<file path="config.mk">
export PLATFORM = sky130hd
export DESIGN_NAME = speed_frame_parser_flat
export DESIGN_NICKNAME = d
export VERILOG_FILES = /design/src/rtl/sfp_pkg.sv /design/src/rtl/sfp_if.sv /design/src/rtl/sfp_front.sv /design/src/rtl/sfp_queue.sv /design/src/rtl/sfp_back.sv /design/src/rtl/speed_frame_parser.sv /design/src/flat_wrapper.sv
export VERILOG_INCLUDE_DIRS = /design/src /design/src/rtl
export SDC_FILE = /design/constraint.sdc
export NUM_CORES = 1
export LEC_CHECK = 0
export ABC_AREA = 1
export BUFFER_PORTS_ARGS = -buffer_cell sky130_fd_sc_hd__buf_2
export CAP_MARGIN = 20
export CORE_MARGIN = 2
export CORE_UTILIZATION = 30
export CTS_CLUSTER_SIZE = 16
export DETAILED_ROUTE_END_ITERATION = 6
export SLEW_MARGIN = 15
export SYNTH_ARGS = -nofsm -noshare
export SYNTH_HDL_FRONTEND = slang
export SYNTH_SLANG_ARGS = --single-unit
export TNS_END_PERCENT = 100
</file>
<file path="constraint.sdc">
create_clock -name clk -period 3.2 [get_ports clk]
set_input_delay 0.16 -clock clk [delete_from_list [all_inputs] [get_ports clk]]
set_output_delay 0.16 -clock clk [all_outputs]
set_load 0.005 [all_outputs]
</file>
<file path="src/rtl/assert_macros.svh">
// assertion macros for the speed frame parser rtl
// no dependencies; taken in by files that check their own logic
`ifndef ASSERT_MACROS_SVH
`define ASSERT_MACROS_SVH

`ifndef SYNTHESIS
// clocked check, held off while reset is high
`define SFP_ASSERT(label, clk, rst, prop) \
  label: assert property (@(posedge clk) disable iff (rst) prop) \
    else $error("sfp assertion failed");
// clocked check that also holds during reset
`define SFP_ASSERT_ALWAYS(label, clk, prop) \
  label: assert property (@(posedge clk) prop) \
    else $error("sfp assertion failed");
`else
`define SFP_ASSERT(label, clk, rst, prop)
`define SFP_ASSERT_ALWAYS(label, clk, prop)
`endif

`endif

</file>
<file path="src/rtl/sfp_pkg.sv">
// shared types, constants and the crc-8 update for the speed frame parser
// no dependencies
`default_nettype none

package sfp_pkg;

  localparam int LINE_BYTES_DEF = 256;
  localparam int QUEUE_DEPTH    = 2;
  localparam int PAYLOAD_DEPTH  = 7;
  localparam int PAY_IDX_W      = $clog2(PAYLOAD_DEPTH);

  localparam logic [7:0] CRC_POLY    = 8'h8C;
  localparam logic [7:0] HEAD_FIRST  = 8'h55;
  localparam logic [7:0] HEAD_SECOND = 8'hAA;
  localparam logic [7:0] CHAR_CR     = 8'h0D;
  localparam logic [7:0] CHAR_LF     = 8'h0A;
  localparam logic [7:0] PAY_START   = 8'd3;
  localparam logic [7:0] POS_MAX     = 8'd255;

  typedef enum logic [1:0] {
    ST_OK     = 2'd0,
    ST_HEADER = 2'd1,
    ST_CRC    = 2'd2,
    ST_SHORT  = 2'd3
  } status_t;

  // one classified word handed from front to back
  typedef struct packed {
    logic [7:0]           data;
    logic                 crc_en;
    logic                 check_en;
    logic                 hdr_bad;
    logic                 pay_en;
    logic [PAY_IDX_W-1:0] pay_idx;
    logic                 close;
  } byte_rec_t;

  typedef struct packed {
    logic full;
    logic empty;
  } queue_stat_t;

  // reflected crc-8, lsb first
  function automatic logic [7:0] crc8_absorb(input logic [7:0] crc, input logic [7:0] b);
    logic [7:0] c;
    c = crc ^ b;
    for (int k = 0; k < 8; k++) begin
      if (c[0]) begin
        c = (c >> 1) ^ CRC_POLY;
      end else begin
        c = c >> 1;
      end
    end
    return c;
  endfunction

endpackage

`default_nettype wire

</file>
<file path="src/rtl/sfp_if.sv">
// valid/ready channel interfaces: received words in, frame results out
// depends on nothing but the standard logic type
`default_nettype none

interface sfp_byte_if;
  logic       valid;
  logic       ready;
  logic [7:0] rx_byte;
  modport source (output valid, output rx_byte, input ready);
  modport sink (input valid, input rx_byte, output ready);
endinterface

interface sfp_result_if;
  logic               valid;
  logic               ready;
  logic        [1:0]  status;
  logic signed [15:0] value_first;
  logic signed [15:0] value_second;
  logic signed [15:0] value_third;
  logic        [7:0]  control_flag;
  modport source (output valid, output status, output value_first, output value_second,
                  output value_third, output control_flag, input ready);
  modport sink (input valid, input status, input value_first, input value_second,
                input value_third, input control_flag, output ready);
endinterface

`default_nettype wire

</file>
<file path="src/rtl/sfp_front.sv">
// front end: accepts words, tracks line position, length and cr lf, classifies each word
// depends on sfp_pkg and sfp_byte_if
`default_nettype none

module sfp_front #(
  parameter int LINE_BYTES = sfp_pkg::LINE_BYTES_DEF
) (
  input  wire logic         clk,
  input  wire logic         rst,
  sfp_byte_if.sink          rx,
  output sfp_pkg::byte_rec_t rec,
  output logic              push,
  input  wire logic         push_ready
);

  localparam logic [8:0] ABSORB_LIMIT = (LINE_BYTES < 255) ? 9'(LINE_BYTES) : 9'd255;
  localparam logic [7:0] PAY_START = sfp_pkg::PAY_START;

  logic [7:0] byte_position, byte_position_next;
  logic [7:0] frame_length, frame_length_next;
  logic       last_was_cr, last_was_cr_next;

  logic       absorb;
  logic [7:0] len_eff;
  logic [8:0] check_pos;
  logic       crc_en;

  assign rx.ready = push_ready;
  assign push     = rx.valid && push_ready;

  always_comb begin
    absorb    = {1'b0, byte_position} < ABSORB_LIMIT;
    len_eff   = (byte_position == 8'd2) ? rx.rx_byte : frame_length;
    check_pos = 9'd3 + {1'b0, len_eff};
    crc_en    = absorb && ((byte_position < PAY_START) || ({1'b0, byte_position} < check_pos));

    rec.data     = rx.rx_byte;
    rec.crc_en   = crc_en;
    rec.check_en = absorb && !crc_en && ({1'b0, byte_position} == check_pos);
    rec.hdr_bad  = absorb && (((byte_position == 8'd0) && (rx.rx_byte != sfp_pkg::HEAD_FIRST)) ||
                              ((byte_position == 8'd1) && (rx.rx_byte != sfp_pkg::HEAD_SECOND)));
    rec.pay_en   = absorb && (byte_position >= PAY_START) &&
                   (byte_position < PAY_START + 8'(sfp_pkg::PAYLOAD_DEPTH));
    rec.pay_idx  = sfp_pkg::PAY_IDX_W'(byte_position - PAY_START);
    rec.close    = (rx.rx_byte == sfp_pkg::CHAR_LF) && last_was_cr;
  end

  always_comb begin
    byte_position_next = byte_position;
    frame_length_next  = frame_length;
    last_was_cr_next   = last_was_cr;
    if (push) begin
      if (rec.close) begin
        byte_position_next = '0;
        frame_length_next  = '0;
        last_was_cr_next   = 1'b0;
      end else begin
        if (byte_position != sfp_pkg::POS_MAX) begin
          byte_position_next = byte_position + 8'd1;
        end
        if (absorb && (byte_position == 8'd2)) begin
          frame_length_next = rx.rx_byte;
        end
        last_was_cr_next = (rx.rx_byte == sfp_pkg::CHAR_CR);
      end
    end
  end

  always_ff @(posedge clk) begin
    if (rst) begin
      byte_position <= '0;
      frame_length  <= '0;
      last_was_cr   <= 1'b0;
    end else begin
      byte_position <= byte_position_next;
      frame_length  <= frame_length_next;
      last_was_cr   <= last_was_cr_next;
    end
  end

endmodule

`default_nettype wire

</file>
<file path="src/rtl/sfp_queue.sv">
// short queue of classified words between front and back
// depends on sfp_pkg
`default_nettype none

module sfp_queue (
  input  wire logic               clk,
  input  wire logic               rst,
  input  wire logic               push,
  input  wire sfp_pkg::byte_rec_t push_rec,
  input  wire logic               pop,
  output sfp_pkg::byte_rec_t      head,
  output sfp_pkg::queue_stat_t    stat
);

  localparam int DEPTH = sfp_pkg::QUEUE_DEPTH;
  localparam int PTR_W = (DEPTH > 1) ? $clog2(DEPTH) : 1;
  localparam int CNT_W = $clog2(DEPTH + 1);

  sfp_pkg::byte_rec_t entries [DEPTH];
  logic [PTR_W-1:0]   wr_ptr, rd_ptr;
  logic [CNT_W-1:0]   count;

  function automatic logic [PTR_W-1:0] ptr_inc(input logic [PTR_W-1:0] p);
    return (p == PTR_W'(DEPTH - 1)) ? '0 : p + PTR_W'(1);
  endfunction

  assign head       = entries[rd_ptr];
  assign stat.full  = (count == CNT_W'(DEPTH));
  assign stat.empty = (count == '0);

  always_ff @(posedge clk) begin
    if (rst) begin
      wr_ptr <= '0;
      rd_ptr <= '0;
      count  <= '0;
    end else begin
      if (push) begin
        wr_ptr <= ptr_inc(wr_ptr);
      end
      if (pop) begin
        rd_ptr <= ptr_inc(rd_ptr);
      end
      if (push && !pop) begin
        count <= count + CNT_W'(1);
      end else if (pop && !push) begin
        count <= count - CNT_W'(1);
      end
    end
  end

  always_ff @(posedge clk) begin
    if (push) begin
      entries[wr_ptr] <= push_rec;
    end
  end

endmodule

`default_nettype wire

</file>
<file path="src/rtl/sfp_back.sv">
// back end: crc, header and payload capture, status decision and result register
// depends on sfp_pkg and sfp_result_if
`default_nettype none

module sfp_back (
  input  wire logic               clk,
  input  wire logic               rst,
  input  wire sfp_pkg::byte_rec_t head,
  input  wire logic               head_valid,
  output logic                    pop,
  output logic                    load,
  sfp_result_if.source            frame
);

  localparam int PD = sfp_pkg::PAYLOAD_DEPTH;

  logic [7:0] running_crc;
  logic       header_good;
  logic [7:0] check_byte;
  logic       check_seen;
  logic [7:0] payload_bytes [PD];

  logic [7:0] crc_next;
  logic       header_next;
  logic [7:0] check_next;
  logic       seen_next;
  logic [7:0] pay_next [PD];
  sfp_pkg::status_t st;
  logic       out_free;

  logic               out_valid;
  logic [1:0]         out_status;
  logic signed [15:0] out_v1, out_v2, out_v3;
  logic [7:0]         out_flag;

  assign out_free = !out_valid || frame.ready;
  assign pop      = head_valid && (!head.close || out_free);
  assign load     = pop && head.close;

  always_comb begin
    crc_next    = head.crc_en ? sfp_pkg::crc8_absorb(running_crc, head.data) : running_crc;
    header_next = header_good && !head.hdr_bad;
    check_next  = head.check_en ? head.data : check_byte;
    seen_next   = check_seen || head.check_en;
    for (int i = 0; i < PD; i++) begin
      pay_next[i] = (head.pay_en && (head.pay_idx == sfp_pkg::PAY_IDX_W'(i))) ?
                    head.data : payload_bytes[i];
    end
    // header error wins, then short frame, then checksum
    if (!header_next) begin
      st = sfp_pkg::ST_HEADER;
    end else if (!seen_next) begin
      st = sfp_pkg::ST_SHORT;
    end else if (crc_next != check_next) begin
      st = sfp_pkg::ST_CRC;
    end else begin
      st = sfp_pkg::ST_OK;
    end
  end

  always_ff @(posedge clk) begin
    if (rst) begin
      running_crc <= '0;
      header_good <= 1'b1;
      check_byte  <= '0;
      check_seen  <= 1'b0;
      for (int i = 0; i < PD; i++) begin
        payload_bytes[i] <= '0;
      end
    end else if (pop) begin
      if (head.close) begin
        running_crc <= '0;
        header_good <= 1'b1;
        check_byte  <= '0;
        check_seen  <= 1'b0;
        for (int i = 0; i < PD; i++) begin
          payload_bytes[i] <= '0;
        end
      end else begin
        running_crc <= crc_next;
        header_good <= header_next;
        check_byte  <= check_next;
        check_seen  <= seen_next;
        for (int i = 0; i < PD; i++) begin
          payload_bytes[i] <= pay_next[i];
        end
      end
    end
  end

  always_ff @(posedge clk) begin
    if (rst) begin
      out_valid <= 1'b0;
    end else if (load) begin
      out_valid <= 1'b1;
    end else if (frame.ready) begin
      out_valid <= 1'b0;
    end
  end

  always_ff @(posedge clk) begin
    if (load) begin
      out_status <= st;
      if (st == sfp_pkg::ST_OK) begin
        out_v1   <= {pay_next[1], pay_next[0]};
        out_v2   <= {pay_next[3], pay_next[2]};
        out_v3   <= {pay_next[5], pay_next[4]};
        out_flag <= pay_next[6];
      end else begin
        out_v1   <= '0;
        out_v2   <= '0;
        out_v3   <= '0;
        out_flag <= '0;
      end
    end
  end

  assign frame.valid        = out_valid;
  assign frame.status       = out_status;
  assign frame.value_first  = out_v1;
  assign frame.value_second = out_v2;
  assign frame.value_third  = out_v3;
  assign frame.control_flag = out_flag;

endmodule

`default_nettype wire

</file>
<file path="src/rtl/speed_frame_parser.sv">
// speed_frame_parser top level: front classifier, word queue, back end with result register
// depends on sfp_pkg, sfp_if, sfp_front, sfp_queue, sfp_back, assert_macros.svh
//
//   channel  dir  payload                                        moves
//   rx       in   rx_byte[7:0]                                   one word per line byte
//   frame    out  status, value_first/second/third, control_flag one word per closed line
//
// flow: one word accepted every cycle while the queue is not full; the front tags a word in
//   its cycle of acceptance and the back applies it once it leaves the queue, and a result
//   appears the cycle after the back takes the closing lf
// the crc-8 update of a word is one combinational step in the back end
// reset: synchronous, clears line position, length, crc, flags, payload and queue
// stalls: a held result blocks only a closing word; the two-entry queue lets the
//   front keep taking words, and rx.ready falls only when the queue is full
`default_nettype none

`include "assert_macros.svh"

module speed_frame_parser #(
  parameter int LINE_BYTES = sfp_pkg::LINE_BYTES_DEF
) (
  input  wire logic    clk,
  input  wire logic    rst,
  sfp_byte_if.sink     rx,
  sfp_result_if.source frame
);

  sfp_pkg::byte_rec_t   push_rec;
  sfp_pkg::byte_rec_t   head;
  sfp_pkg::queue_stat_t q_stat;
  logic                 push;
  logic                 pop;
  logic                 load;

  // front: position, length and cr lf tracking, word classification
  sfp_front #(
    .LINE_BYTES (LINE_BYTES)
  ) u_front (
    .clk        (clk),
    .rst        (rst),
    .rx         (rx),
    .rec        (push_rec),
    .push       (push),
    .push_ready (!q_stat.full)
  );

  // decoupling queue
  sfp_queue u_queue (
    .clk      (clk),
    .rst      (rst),
    .push     (push),
    .push_rec (push_rec),
    .pop      (pop),
    .head     (head),
    .stat     (q_stat)
  );

  // back: crc and capture, status decision, output register
  sfp_back u_back (
    .clk        (clk),
    .rst        (rst),
    .head       (head),
    .head_valid (!q_stat.empty),
    .pop        (pop),
    .load       (load),
    .frame      (frame)
  );

  // queue can never be full and empty at once
  `SFP_ASSERT(a_queue_stat, clk, rst, !(q_stat.full && q_stat.empty))
  // a result only shows up after the back took a closing word
  `SFP_ASSERT(a_result_from_close, clk, rst, $rose(frame.valid) |-> $past(load))
  // a pushed word is still queued in the cycle after its push
  `SFP_ASSERT(a_push_lands, clk, rst, push |=> !q_stat.empty)

endmodule

`default_nettype wire

</file>
<file path="src/flat_wrapper.sv">
// flat-port wrapper written by rule: the top's interface ports become plain ports
module speed_frame_parser_flat 
#(
  parameter int LINE_BYTES = sfp_pkg::LINE_BYTES_DEF
)
  (clk, rst, rx_valid, rx_rx_byte, rx_ready, frame_valid, frame_status, frame_value_first, frame_value_second, frame_value_third, frame_control_flag, frame_ready);
  sfp_byte_if rx_i ();
  sfp_result_if frame_i ();
  input  wire logic clk;
  input  wire logic rst;
  input wire logic [$bits(rx_i.valid)-1:0] rx_valid;
  input wire logic [$bits(rx_i.rx_byte)-1:0] rx_rx_byte;
  output wire logic [$bits(rx_i.ready)-1:0] rx_ready;
  output wire logic [$bits(frame_i.valid)-1:0] frame_valid;
  output wire logic [$bits(frame_i.status)-1:0] frame_status;
  output wire logic [$bits(frame_i.value_first)-1:0] frame_value_first;
  output wire logic [$bits(frame_i.value_second)-1:0] frame_value_second;
  output wire logic [$bits(frame_i.value_third)-1:0] frame_value_third;
  output wire logic [$bits(frame_i.control_flag)-1:0] frame_control_flag;
  input wire logic [$bits(frame_i.ready)-1:0] frame_ready;
  assign rx_i.valid = rx_valid;
  assign rx_i.rx_byte = rx_rx_byte;
  assign rx_ready = rx_i.ready;
  assign frame_valid = frame_i.valid;
  assign frame_status = frame_i.status;
  assign frame_value_first = frame_i.value_first;
  assign frame_value_second = frame_i.value_second;
  assign frame_value_third = frame_i.value_third;
  assign frame_control_flag = frame_i.control_flag;
  assign frame_i.ready = frame_ready;
  speed_frame_parser #(.LINE_BYTES(LINE_BYTES)) u_core (.clk(clk), .rst(rst), .rx(rx_i), .frame(frame_i));
endmodule
</file>
==> results.md, run 1 <==
* # clock sinks at 187
* Leakage power at 4.28 nW
* Sequential element share of the synthesized area at 0.578
* Slew Limit Headroom at 0.493
* Syn-to-layout area delta at 19.4%
* Hold Fails Final Rpt at 0
* Antenna violations before repair at 0
* WL/cell at 13.9 µm
* Total I/O pin count at 72
* Vias in the first global route at 6392
* Post-synth EDFFs at 138
* Yosys reg bits at 187
* Core area at 28900 µm²
* CP Cell Sequence: nor2_4 > nand2_2 > nor3_4 > nand2_2 > buf_6 > buf_6 > o21a_4 > nor3b_2 > buf_4 > xor2_2 > ha_1 > a21o_1 > a31oi_1 > o21ai_1 > a21o_1 > nand2_1 > nor4_2
* Dpl hpwl at 14600 µm
* Synth async-reset ratio at 0
* Slowest cell on crit path: dfxtp_4
* Post-Syn Area per Cell at approximately 9 µm²
* Yosys cell types at 39
* Status: completed
* Top post-synthesis cells by count: 199 x nand2_1, 148 x nor2_1, 138 x edfxtp_1, 91 x a21oi_1, 81 x inv_1
* Antenna Cells at 0
* CTS clk-pin slew, worst paths at 0.07 ns
* Grt met1 use at 0.186
* Post-synth top area cell: edfxtp_1
* All-Layer GR Usage at 0.136
* Crit-path max FO at 7
* Clock latency on the worst-skew pair at 0.44 ns
* # setup viols final at 0
* Top_reg_cell synth: edfxtp_1
* WS Path Type: flop to flop
* Data arrival time of the critical path at 3.28 ns
* Worst vdd ir at 0.389 mV
* Total power at 9.42 mW
* TritonCTS clock tree: yes
* Fmax at 0.324 GHz
* Global-route wire length before repair at 33000 µm
* Met2 Use GR at 0.215
* Worst r2r dst: u_core.u_queue.entries[0][6]
* PD cells at 890 nW/µm²
* Cell Area, Synth at 8860 µm²
* Synth warnings at 0
* Slew Limit Fails at 0
* Critical path origin: u_core.u_front.byte_position[5]
* DR iter-0 viols at 602
* Critical path startpoint category: flop
* H-tree depth at 4
* Final Cycle Share at 0.966
* Largest net degree at the start of global routing at 60
* R2r setup slk at 0.11 ns
* CP max stage delay at 0.35 ns
* NumNets Final at about 1100
* RSZ-0062 raised after global routing: yes
* Post-synth top area share at 0.467
* Hold Worst Slack at 0.0347 ns
* Share of cells above drive strength 1 at 0.197
* Die width at about 180 µm
* Post-Route Skew at 0.0187 ns
* Most frequent cell after synthesis: nand2_1
* Num CTS Buffers at 17
* Post-route ant nets at 0
* Die area at 30900 µm²
* Final Critical Period at 3.09 ns
* CP Capture Point: u_core.u_queue.entries[0][6]
* Reg2reg start: u_core.u_front.byte_position[5]
* Worst-Margin Slew at 0.761 ns
* CTS Root Cell: clkbuf_16
* Met3 GRT Util at 0.0268
* Clock tree buffer depth at 2
* Routability congestion estimate at 0.833
* Syn Inst Count at roughly 980
* Most used routing layer: met2
* WL final at ~21000 µm
* Die Y at 176 µm
* # DRC at 0
* Finished Core Util at 0.366
* CP required at ~3.4 ns
* Initial core utilization at 0.306
* R2R depth at 17
* Via count at 6914
* Mapped Nets at approximately 1000
* Row count at 62
* DRT Pass-1 Iters at 5
* Vias/cell at 4.66
* Number of port buffers at 71
* Max-cap violation count at 0
* Synth area leaders: edfxtp_1 47%, dfxtp_1 11%, nand2_1 8.4%, nor2_1 6.3%, a21oi_1 5.1%
* Grt ovf at 0
* Kind of end point of the critical path: flop
* HP Class: primary input to flop
==> state kept, by name (all words and copies together), names as in the netlist, named ones only <==
register and flops:
u_core.u_back.check_byte 8, u_core.u_back.check_seen 1, u_core.u_back.frame.control_flag 8, u_core.u_back.frame.status 2, u_core.u_back.frame.valid 1, u_core.u_back.frame.value_first 16
u_core.u_back.frame.value_second 16, u_core.u_back.frame.value_third 16, u_core.u_back.header_good 1, u_core.u_back.payload_bytes 56, u_core.u_back.running_crc 8, u_core.u_front.byte_position 8
u_core.u_front.frame_length 8, u_core.u_front.last_was_cr 1, u_core.u_queue.count 2, u_core.u_queue.entries 32, u_core.u_queue.rd_ptr 1, u_core.u_queue.wr_ptr 1
==> power by group <==
part	total [mW]	internal (mW)	switching, mW	leakage [nW]
clock network	1.96	1.01	0.953	0.261
logic	3.99	1.26	2.72	2.26
registers	3.47	3.27	0.202	1.76
==> cell type report <==
type | count | area (µm²)
fillers | 2907 | 18400
flip-flops and latches | 187 | 5130
multi-input cells | 675 | 3330
repair buffers | 119 | 773
well taps | 384 | 480
clock buffers | 17 | 425
inverters | 87 | 330
clock inverters | 14 | 111
==> per-layer routing <==
layer	routed length [µm]	share of wire
met1	9500	0.46
met2	9470	0.46
met3	1260	0.061
met4	446	0.022
met5	0	0
==> cells in the final DEF (no fill, tap or decap), types with 3 or more instances in the layout <==
master	netlist	layout
nand2_1	199	196
nor2_1	148	146
edfxtp_1	138	138
a21oi_1	91	90
inv_1	81	79
nand3_1	75	74
buf_2	6	71
dfxtp_1	49	47
o21ai_0	45	42
nor2_2	41	41
buf_4	1	38
clkbuf_16	0	17
ha_1	14	13
or2_2	9	9
nand4_1	8	8
nor3_1	8	7
clkinv_1	3	5
dlygate4sd3_1	0	5
o32ai_1	4	4
inv_2	3	4
nand2_2	1	4
inv_6	0	4
xor2_1	4	3
o22ai_1	3	3
o21ai_1	1	3
xnor2_1	3	3
inv_8	0	3
buf_12	0	3
==> repair_timing <==
item	CTS	global route
gates resized for setup	2	26
hold buffers	5	0
pin swaps	0	14
buffers inserted	0	4
endpoints found under the setup margin	4	4
endpoints found under the hold margin	10	0
==> per-stage QoR <==
stage          worst slack (ns)  TNS (ns)  std cells  area [µm²]
6_report                  0.110         0       1483       10600
3_3_place_gp             0.0131         0       1443        9870
5_1_grt                 -0.0720    -0.147       1483       10600
4_1_cts                  0.0180         0       1479       10500
2_1_floorplan            0.0390         0        981        8870
3_5_place_dp            -0.0349    -0.106       1443        9870
==> cells by family (layout without fill, tap and decap cells) <==
group,Yosys count,in the layout,share of synthesized area
multiplexers,2,2,0.00226
adder cells (fa/ha/maj),14,14,0.0198
AND/OR/NAND/NOR,494,494,0.239
XOR/XNOR,8,8,0.00875
flip-flops,187,187,0.578
AO/OA/AOI/OAI,157,157,0.0950
buffers and inverters,119,237,0.0567
==> worst max-delay path, delay by kind of cell (launching register included) <==
family          cells  cell delay [ns]
xor+xnor            1             0.13
flops               1             0.35
fa+ha+maj           1             0.27
buf+inv             3             0.41
compound gates      5             0.85
simple gates        7             0.83
==> worst min-delay path by stage <==
| stage | from | end | slack, ns | depth (start not counted) |
|---|---|---|---|---|
| 6_report | rx_rx_byte[7] | u_core.u_queue.entries[0][15] | 0.03 | 1 |
| 2_1_floorplan | rx_rx_byte[2] | u_core.u_queue.entries[0][10] | 0.26 | 0 |
| 4_1_cts | rx_rx_byte[7] | u_core.u_queue.entries[0][15] | 0.02 | 1 |
| 3_3_place_gp | rx_rx_byte[0] | u_core.u_queue.entries[0][8] | 0.40 | 1 |
| 3_5_place_dp | rx_rx_byte[0] | u_core.u_queue.entries[0][8] | 0.41 | 1 |
| 5_1_grt | rx_rx_byte[7] | u_core.u_queue.entries[0][15] | 0.04 | 1 |
(Power assumes the default switching activity.)
==> run 2: changes to the inputs <==
Settings changed: GPL_TIMING_DRIVEN set to 0, SKIP_LAST_GASP set to 1.
==> results.md, run 2 (synthesis results as in run 1) <==
* Most frequent cells in the layout: 195 x nand2_1, 143 x nor2_1, 138 x edfxtp_1
* Vias/cell at 4.74
* Core area at 28900 µm²
* DRT Pass-1 Iters at 5
* Total power at 9.50 mW
* R2r setup slk at 0.006 ns
* R2R depth at 16
* Hold Worst Slack at 0.0324 ns
* Global-route wire length before repair at 34100 µm
* Vias in the first global route at 6411
* Sum Neg Setup Slack at 0 ns
* Hold Fails Final Rpt at 0
* Data arrival time of the critical path at 3.43 ns
* Post-route ant nets at 0
* Final WS setup at ~0.0060 ns
* Status: completed
* PD cells at 901 nW/µm²
* Met2 Use GR at 0.224
* Worst-Margin Slew at 0.829 ns
* Clk network pwr share at 0.224
* Biggest regs: u_core.u_back.payload_bytes (56), u_core.u_queue.entries (32)
* Num CTS Buffers at 17
* Final Critical Period at 3.19 ns
* Clock tree buffer depth at 2
* Post-route insts no fill at between 1000 and 1500
* Placement Cell Area at 9730 µm²
* Slew Limit Headroom at 0.447
* Dpl hpwl at 15500 µm
* CTS clk-pin slew, worst paths at 0.07 ns
* All-Layer GR Usage at 0.141
* P_int at 5.53 mW
* NumNets Final at around 1100
* HP Class: primary input to flop
* CTS Root Cell: clkbuf_16
* # setup viols final at 0
* Syn-to-layout area delta at 19.0%
* Max reg flops at 56
* CP required at 3.44 ns
* Slew Limit Fails at 0
* TritonCTS clock tree: yes
* Largest net degree at the start of global routing at 35
* Grt met1 use at 0.195
* Crit-path max FO at 4
* Max-cap violation count at 0
* Total net switching power at 3.97 mW
* Worst vdd ir at 0.378 mV
* Gate power share at 0.409
* Kind of end point of the critical path: flop
* Placed cell count at 1437
* Number of port buffers at 71
* Antenna Cells at 0
* Most used routing layer: met2
* WS Path Type: flop to flop
* Antenna violations before repair at 0
* Routability congestion estimate at 0.876
* Post-Route Skew at between 0.01 and 0.015 ns
* Share of cells above drive strength 1 at 0.184
* Leakage power at 4.21 nW
* # DRC at 0
* Reg2reg start: u_core.u_front.byte_position[6]
* Met3 GRT Util at 0.0279
* H-tree depth at 4
* Finished Core Util at 0.365
* Row count at 62
* Initial core utilization at 0.306
* Final Cycle Share at 0.998
* Post-Layout Inst Area at 10500 µm²
* Switching portion of total power at 0.418
* Setup Slack @ Placement at -0.780 ns
* Commonest non-fill, non-tap cell in the layout: nand2_1
* Clock latency on the worst-skew pair at between 0.4 and 0.5 ns
* Die width at 176 µm
* Total I/O pin count at 72
* Sequential power share at 0.367
* Critical path startpoint category: flop
* Critical path origin: u_core.u_front.byte_position[6]
* WL final at about 22000 µm
* # clock sinks at 187
* Via count at 7004
* Fmax at around 0.31 GHz
* Reg with most FFs: u_core.u_back.payload_bytes
* CP Capture Point: u_core.u_queue.entries[1][6]
* Die Y at 176 µm
* Grt ovf at 0
* WL/cell at about 15 µm
* DR iter-0 viols at 545
* Die area at between 30000 and 40000 µm²
* Worst r2r dst: u_core.u_queue.entries[1][6]
* RSZ-0062 raised after global routing: yes
-- run 2: cell count changes in the layout (fill, tap and decap cells not counted), moves of 3 or more --
| cell | change |
|---|---|
| clkinv_8 | +4 |
| buf_6 | +5 |
| buf_2 | +6 |
| nor2_2 | +3 |
| nor2_1 | -3 |
| buf_4 | -32 |
| clkbuf_1 | +18 |
-- run 2: power groups by stage --
stage                     Clock [mW]  Combinational, mW  Sequential, mW
final                           2.13               3.88            3.48
after global routing            2.26               4.39            3.54
after CTS                       2.18               3.82            3.48
after detailed placement           0               3.77            3.54
after global placement             0               3.72            3.53
after floorplan                    0               2.67            3.51
-- run 2: worst min-delay path by stage --
stage          cells after the start                            end           from
3_3_place_gp                       1   u_core.u_queue.entries[0][8]  rx_rx_byte[0]
4_1_cts                            1   u_core.u_queue.entries[0][9]  rx_rx_byte[1]
3_5_place_dp                       1   u_core.u_queue.entries[1][8]  rx_rx_byte[0]
6_report                           1  u_core.u_queue.entries[0][12]  rx_rx_byte[4]
5_1_grt                            1  u_core.u_queue.entries[1][11]  rx_rx_byte[3]
2_1_floorplan                      0  u_core.u_queue.entries[0][10]  rx_rx_byte[2]
-- run 2: critical path, cell delays in order, from the launching register on --
cell,delay (ns)
dfxtp_4,0.36
nor2_4,0.11
nand2_2,0.09
nor3_4,0.24
nand2_2,0.11
buf_6,0.15
mux2i_4,0.19
ha_4,0.18
nor3b_4,0.24
nand3_1,0.12
xor2_1,0.18
ha_1,0.34
nand2_1,0.06
o21ai_1,0.11
a21o_1,0.15
nand2_2,0.07
nor4_4,0.30
-- run 2: layout make-up --
cell class                 instances  area, µm²
fill                            2928      18400
timing repair buffer              82        464
tap                              384        480
inverter                          87        330
clock inverter                    15        183
sequential                       187       5130
multi-input combinational        675       3350
clock buffer                      17        425
buffer                            32        178
-- run 2: layer usage --
metal  wire, µm  share of wire
met5          0              0
met2       9700           0.45
met4        466          0.022
met1      10200           0.47
met3       1240          0.057
-- run 2: repair_timing --
| item | CTS | global route |
|---|---|---|
| setup endpoints to repair | 28 | 28 |
| pin swaps | 2 | 12 |
| resized for setup | 11 | 25 |
| setup buffers | 2 | 4 |
| hold buffers | 4 | 0 |
| hold endpoints to repair | 8 | 0 |
